--- src/hw/rtl/mfbr_pkg.sv ---
package mfbr_pkg;

   localparam int STORE_BITS = 128;
   localparam int FILL_W     = $clog2(STORE_BITS + 1);
   localparam int CMP_W      = FILL_W + 1;
   localparam int BYTE_W     = 8;
   localparam int VALUE_W    = 64;

   localparam logic       OP_PUSH  = 1'b0;
   localparam logic       OP_READ  = 1'b1;

   localparam logic [1:0] ST_OK    = 2'd0;
   localparam logic [1:0] ST_SHORT = 2'd1;
   localparam logic [1:0] ST_FULL  = 2'd2;

   typedef struct packed {
      logic       opcode;
      logic [7:0] byte_in;
      logic [5:0] skip_bits;
      logic [6:0] read_bits;
   } req_type;

   typedef struct packed {
      logic [63:0] value;
      logic [1:0]  status;
      logic [31:0] bit_position;
      logic [7:0]  bits_held;
   } rsp_type;

endpackage

--- src/hw/rtl/msb_first_bit_reader.sv ---
// MSB-first bit-stream reader.
// Input channel req_*: one transaction per valid && !stall edge. A push
// (opcode 0) appends byte_in to the bit store, oldest bit first; a read
// (opcode 1) drops skip_bits bits, then returns the next read_bits bits
// right aligned, first bit most significant.
// Result channel rsp_*: exactly one transaction per input transaction, in order,
// with status (ok, short, full), running consumed-bit position and fill level.
// An accepted transaction passes the input register, then a barrel shifter into
// the result register together with the store update; a stalled result keeps it
// waiting in the input register. The reader takes one transaction per cycle while
// no result stalls; the store shift and the fill/total compare set the critical path.
// A new transaction is taken while a result waits, as long as the input
// register is free or moving on. A stalled result holds, and the input
// register holds behind it; req_stall rises only when both are occupied.
// Reset (synchronous, active high) clears the store, fill level and
// position counter and empties both registers; no clearing pass is needed.
module msb_first_bit_reader (
   input  logic             clock,
   input  logic             reset,
   input  logic             req_valid,
   output logic             req_stall,
   input  mfbr_pkg::req_type req_data,
   output logic             rsp_valid,
   input  logic             rsp_stall,
   output mfbr_pkg::rsp_type rsp_data
);

   logic                                in_valid_ff, in_valid_in;
   mfbr_pkg::req_type                   in_data_ff;
   logic                                out_valid_ff, out_valid_in;
   mfbr_pkg::rsp_type                   out_data_ff, out_data_in;
   logic [mfbr_pkg::STORE_BITS-1:0]     store_ff, store_in;
   logic [mfbr_pkg::FILL_W-1:0]         fill_ff, fill_in;
   logic [31:0]                         consumed_ff, consumed_in;

   logic                                out_free;
   logic                                advance;
   logic                                take_req;
   logic [mfbr_pkg::CMP_W-1:0]          fill_ext;
   logic [mfbr_pkg::CMP_W-1:0]          total;
   logic [mfbr_pkg::CMP_W-1:0]          shamt;
   logic [mfbr_pkg::STORE_BITS-1:0]     field_all;
   logic [mfbr_pkg::STORE_BITS-1:0]     push_bits;
   logic [mfbr_pkg::VALUE_W-1:0]        mask;

   assign out_free  = !out_valid_ff || !rsp_stall;
   assign advance   = in_valid_ff && out_free;
   assign req_stall = in_valid_ff && !out_free;
   assign take_req  = req_valid && !req_stall;

   assign rsp_valid = out_valid_ff;
   assign rsp_data  = out_data_ff;

   assign fill_ext  = mfbr_pkg::CMP_W'(fill_ff);
   assign total     = mfbr_pkg::CMP_W'(in_data_ff.skip_bits)
                    + mfbr_pkg::CMP_W'(in_data_ff.read_bits);
   assign shamt     = mfbr_pkg::CMP_W'(mfbr_pkg::STORE_BITS) - total;
   assign field_all = store_ff >> shamt;
   assign mask      = in_data_ff.read_bits[6] ? {mfbr_pkg::VALUE_W{1'b1}}
                    : ~({mfbr_pkg::VALUE_W{1'b1}} << in_data_ff.read_bits[5:0]);
   assign push_bits = {in_data_ff.byte_in,
                       {(mfbr_pkg::STORE_BITS - mfbr_pkg::BYTE_W){1'b0}}} >> fill_ff;

   always_comb begin
      store_in    = store_ff;
      fill_in     = fill_ff;
      consumed_in = consumed_ff;
      out_data_in = out_data_ff;
      if (advance) begin
         out_data_in.value  = '0;
         out_data_in.status = mfbr_pkg::ST_OK;
         case (in_data_ff.opcode)
            mfbr_pkg::OP_PUSH: begin
               if (fill_ext + mfbr_pkg::CMP_W'(mfbr_pkg::BYTE_W)
                   <= mfbr_pkg::CMP_W'(mfbr_pkg::STORE_BITS)) begin
                  store_in = store_ff | push_bits;
                  fill_in  = fill_ff + mfbr_pkg::FILL_W'(mfbr_pkg::BYTE_W);
               end else begin
                  out_data_in.status = mfbr_pkg::ST_FULL;
               end
            end
            mfbr_pkg::OP_READ: begin
               if (total > fill_ext) begin
                  out_data_in.status = mfbr_pkg::ST_SHORT;
               end else begin
                  out_data_in.value = field_all[mfbr_pkg::VALUE_W-1:0] & mask;
                  store_in          = store_ff << total;
                  fill_in           = fill_ff - mfbr_pkg::FILL_W'(total);
                  consumed_in       = consumed_ff + 32'(total);
               end
            end
            default: begin
               out_data_in.status = mfbr_pkg::ST_OK;
            end
         endcase
         out_data_in.bit_position = consumed_in;
         out_data_in.bits_held    = 8'(fill_in);
      end
   end

   always_comb begin
      in_valid_in = in_valid_ff;
      if (take_req) begin
         in_valid_in = 1'b1;
      end else if (advance) begin
         in_valid_in = 1'b0;
      end
      out_valid_in = out_valid_ff;
      if (advance) begin
         out_valid_in = 1'b1;
      end else if (!rsp_stall) begin
         out_valid_in = 1'b0;
      end
   end

   always_ff @(posedge clock) begin
      if (reset) begin
         in_valid_ff  <= 1'b0;
         out_valid_ff <= 1'b0;
         store_ff     <= '0;
         fill_ff      <= '0;
         consumed_ff  <= '0;
      end else begin
         in_valid_ff  <= in_valid_in;
         out_valid_ff <= out_valid_in;
         store_ff     <= store_in;
         fill_ff      <= fill_in;
         consumed_ff  <= consumed_in;
      end
   end

   always_ff @(posedge clock) begin
      if (take_req) begin
         in_data_ff <= req_data;
      end
      out_data_ff <= out_data_in;
   end

endmodule

--- config.mk ---
export PLATFORM = sky130hd
export DESIGN_NAME = msb_first_bit_reader
export DESIGN_NICKNAME = d
export VERILOG_FILES = /design/src/hw/rtl/mfbr_pkg.sv /design/src/hw/rtl/msb_first_bit_reader.sv
export SDC_FILE = /design/constraint.sdc
export NUM_CORES = 2
export LEC_CHECK = 0
export ABC_AREA = 1
export ABC_CLOCK_PERIOD_IN_PS = 4400
export BUFFER_PORTS_ARGS = -buffer_cell sky130_fd_sc_hd__clkbuf_2
export CELL_PAD_IN_SITES_DETAIL_PLACEMENT = 1
export CELL_PAD_IN_SITES_GLOBAL_PLACEMENT = 1
export CORE_UTILIZATION = 30
export CTS_CLUSTER_DIAMETER = 40
export CTS_CLUSTER_SIZE = 8
export DETAILED_ROUTE_END_ITERATION = 6
export GPL_TIMING_DRIVEN = 0
export HOLD_SLACK_MARGIN = 0.1
export PLACE_DENSITY_LB_ADDON = 0.1
export SYNTH_ARGS = -nofsm -noshare
export SYNTH_HDL_FRONTEND = slang
export SYNTH_SLANG_ARGS = --single-unit
export TNS_END_PERCENT = 1
--- constraint.sdc ---
create_clock -name clock -period 4.4 [get_ports clock]
set_input_delay 0.44 -clock clock [delete_from_list [all_inputs] [get_ports clock]]
set_output_delay 0.44 -clock clock [all_outputs]
set_load 0.02 [all_outputs]
==> summary.md <==
| Metric | Value |
|---|---|
| Status | `finished with violations` |
| Failing checks | `max-capacitance violations, negative setup slack` |
| Vias per cell | `6.53` |
| EDFF count, synth | `128` |
| Drt drc | `0` |
| Buf/Inv on CP | `3` |
| RR Startpoint | `in_data_ff[0]` |
| Critical Path AT | `5.23 ns` |
| Die area | `110000 sq um` |
| Largest net degree at the start of global routing | `107` |
| Yosys warns | `0` |
| Worst Path Required | `4.91 ns` |
| DR WL/cell | `38.5 um` |
| Initial antenna violation count | `20` |
| Tot Pwr | `22.4 mW` |
| Seq/Total Area, Yosys | `22.2%` |
| Post-synthesis simple-gate area fraction | `44.3%` |
| Slowest stage delay, CP | `1.18 ns` |
| Hold Vio Cnt, Final | `0` |
| Worst vdd ir | `325 uV` |
| FP Rows | `120` |
| Setup TNS | `-14.01 ns` |
| RSZ-0062 raised after global routing | `yes` |
| Max-slew headroom | `1.68%` |
| Drt total wl | `290000 um` |
| Mux share of post-synthesis cell area | `0.889%` |
| IO buf count | `133` |
| Yosys cell types | `65` |
| DPL Wire Length | `238000 um` |
| Hold endpoint | `rsp_valid` |
| First-pass GRT wire length | `386000 um` |
| Async SR Flop Fraction | `0%` |
| Final Core Density | `37.9%` |
| Largest family of logic cells by synthesized area | `simple AND/OR/NAND/NOR gates` |
| Initial DRC Count | `7768` |
| Hold_sp | `in_valid_ff` |
| Crit path cell chain | `ha_4 > fa_2 > buf_4 > buf_2 > buf_2 > o21ai_0 > o21ai_1 > mux2i_2 > o211ai_1 > a21oi_1 > nand2_2 > a41oi_1` |
| Die width | `332 um` |
| Clock Sinks | `298` |
| Critical path type | `reg2reg` |
| Final setup fails | `110` |
| Fmax | `0.212 GHz` |
| Commonest non-fill, non-tap cell in the layout | `nand2_1` |
| TritonCTS Buffers | `67` |
| #FFs+latches synth | `298` |
| Fin cells | `7518` |
| Min-delay worst type | `reg2reg` |
| H-tree Lvls | `3` |
| Total track usage | `50.8%` |
| First-pass DRT Iterations | `7` |
| Clock Pin Slew Worst Setup and Hold Paths | `0.05 ns` |
| Leak | `17.8 nW` |
| Nature of the critical path startpoint | `flop` |
| Final net count | `6103` |
| RePlAce Congestion | `1.20` |
| Hold Path Depth | `2` |
| Clk buf depth | `3` |
| Fraction of layout cells with a size suffix above 1 | `16.0%` |
| Initial Utilization | `30.4%` |
| GR Overflow Total | `0` |
| Crit path capture type | `flop` |
| Post-synthesis compound-gate area fraction | `20.0%` |
| DP Cell Count | `7307` |
| Core Area | `108000 sq um` |
| Mapped cell area | `32700 sq um` |
| Fin crit period | `4.72 ns` |
| Clock Root Buffer | `clkbuf_16` |
| Max_cap viols | `1` |
| Ys flop type | `dfxtp_1` |
| Post-route clock skew | `0.0390 ns` |
| Hold slack | `0.498 ns` |
| Max-slew violations | `0` |
| CP top delay family | `compound AO/OA/AOI/OAI gates` |
| Worst-Skew Late Latency | `0.66 ns` |
| Syn_nets | `5823` |
| I/O pins | `134` |
| Synth-to-layout area growth | `24.7%` |
| DR vias | `49100` |
| Slowest CP cell | `o211ai_1` |
| Synthesized area per cell | `5.66 sq um` |
| Cell with the most instances on the worst path | `buf_2` |
| FF-to-FF setup slack | `-0.32 ns` |
| Xor/xnor share of the synthesized area | `0.854%` |
| Slew at the pin with the worst max-slew slack | `1.47 ns` |
| Critical R2R Capture | `store_ff[122]` |
| Routed Antenna Nets | `0` |
| # fillers | `14300` |
| CTS tree | `yes` |
| Gate Count Post-Synth | `5770` |
| Vias in the first global route | `45800` |
| Commonest cells after routing, fill and taps aside | `nand2_1, nand3_1, o21ai_0, nor2_1, inv_1` |
| Power density over cell area | `550 nW/um^2` |
| R2r worst-path depth | `12` |
| PnR worst setup slack | `-0.319 ns` |
| Adder-Cell Fraction of Synth Area | `1.10%` |
| Period utilization | `107%` |
| DIE HEIGHT | `332 um` |
| Worst-path fanout max | `10` |
==> repair_timing <==
action,in CTS,in global routing
setup endpoints to repair,273,221
cloned,2,0
gates resized for setup,517,304
buffers inserted,28,22
pin swaps,38,42
hold buffers,24,0
endpoints found under the hold margin,24,0
==> synthesized netlist by cell type (28+ instances only) <==
cell	count	share of area, %
nand2_1	1423	16
nand3_1	1220	19
o21ai_0	657	10
nor2_1	570	6.6
inv_1	379	4.4
a21oi_1	274	4.2
clkbuf_1	235	2.7
dfxtp_1	170	10
edfxtp_1	128	12
buf_2	119	1.8
o211ai_1	94	2.2
buf_1	83	0.95
nand4_1	34	0.65
mux2i_1	29	0.89
nor3_1	28	0.43
==> flip-flops by register name, indices dropped and copies added, names as in the netlist <==
name and count:
store_ff 128, rsp_data 106, consumed_ff 32, in_data_ff 22
fill_ff 8, in_valid_ff 1, rsp_valid 1
==> worst max path at each step <==
stage	endpoint	start	slack (ns)	depth (start not counted)
floorplan	rsp_data[75]	in_data_ff[2]	0.07	25
global placement	rsp_data[102]	in_data_ff[0]	-3.11	20
detailed placement	rsp_data[102]	in_data_ff[2]	-3.18	25
CTS	rsp_data[72]	in_data_ff[2]	-0.16	24
global route	rsp_data[72]	in_data_ff[2]	-0.23	23
finish	store_ff[122]	in_data_ff[0]	-0.32	12
==> per-stage QoR <==
step,cell area (sq um),worst slack (ns)
4_1_cts,39500,-0.161
5_1_grt,40700,-0.225
6_report,40700,-0.319
3_3_place_gp,35100,-3.11
3_5_place_dp,35100,-3.18
2_1_floorplan,32700,0.0710
==> layout make-up <==
type | count | area, sq um | area share [%]
antenna | 12 | 30.0 | 0.0738
multi-input combinational | 4615 | 23800 | 58.5
timing repair buffer | 212 | 1420 | 3.48
tap | 1403 | 1760 | 4.31
inverter | 399 | 1520 | 3.74
clock inverter | 37 | 489 | 1.20
clock buffer | 85 | 1760 | 4.33
sequential | 298 | 7250 | 17.8
buffer | 457 | 2670 | 6.55
==> cell families after synthesis <==
| kind of cell | count (synthesis) |
|---|---|
| and+or+nand+nor | 3346 |
| adders and majority gates | 27 |
| buffers and inverters | 858 |
| muxes | 29 |
| DFF | 298 |
| AOI/OAI and AO/OA | 1181 |
| xor gates and xnor gates | 31 |
==> routing by layer <==
metal / up-vias / track usage, % / part of all wire (%)
li1: 20200 / - / -
met1: 24000 / 61.5 / 37
met2: 3891 / 69.3 / 38
met3: 1023 / 25.0 / 15
met4: 18 / 35.3 / 9.0
met5: - / 1.13 / 0.10
==> worst register-to-register path: stages (launching register included) <==
cell	delay, ns
edfxtp_1	0.43
ha_4	0.20
fa_2	0.71
buf_4	0.28
buf_2	0.32
buf_2	0.30
o21ai_0	0.16
o21ai_1	0.28
mux2i_2	0.22
o211ai_1	1.18
a21oi_1	0.13
nand2_2	0.25
a41oi_1	0.14
==> power by group <==
group	internal [mW]	leakage [nW]	total, mW	switching, mW
logic	3.07	14.0	13.9	10.8
registers	3.07	2.66	3.30	0.232
clock network	3.28	1.08	5.17	1.89
Power figures use the tool's default switching activity.
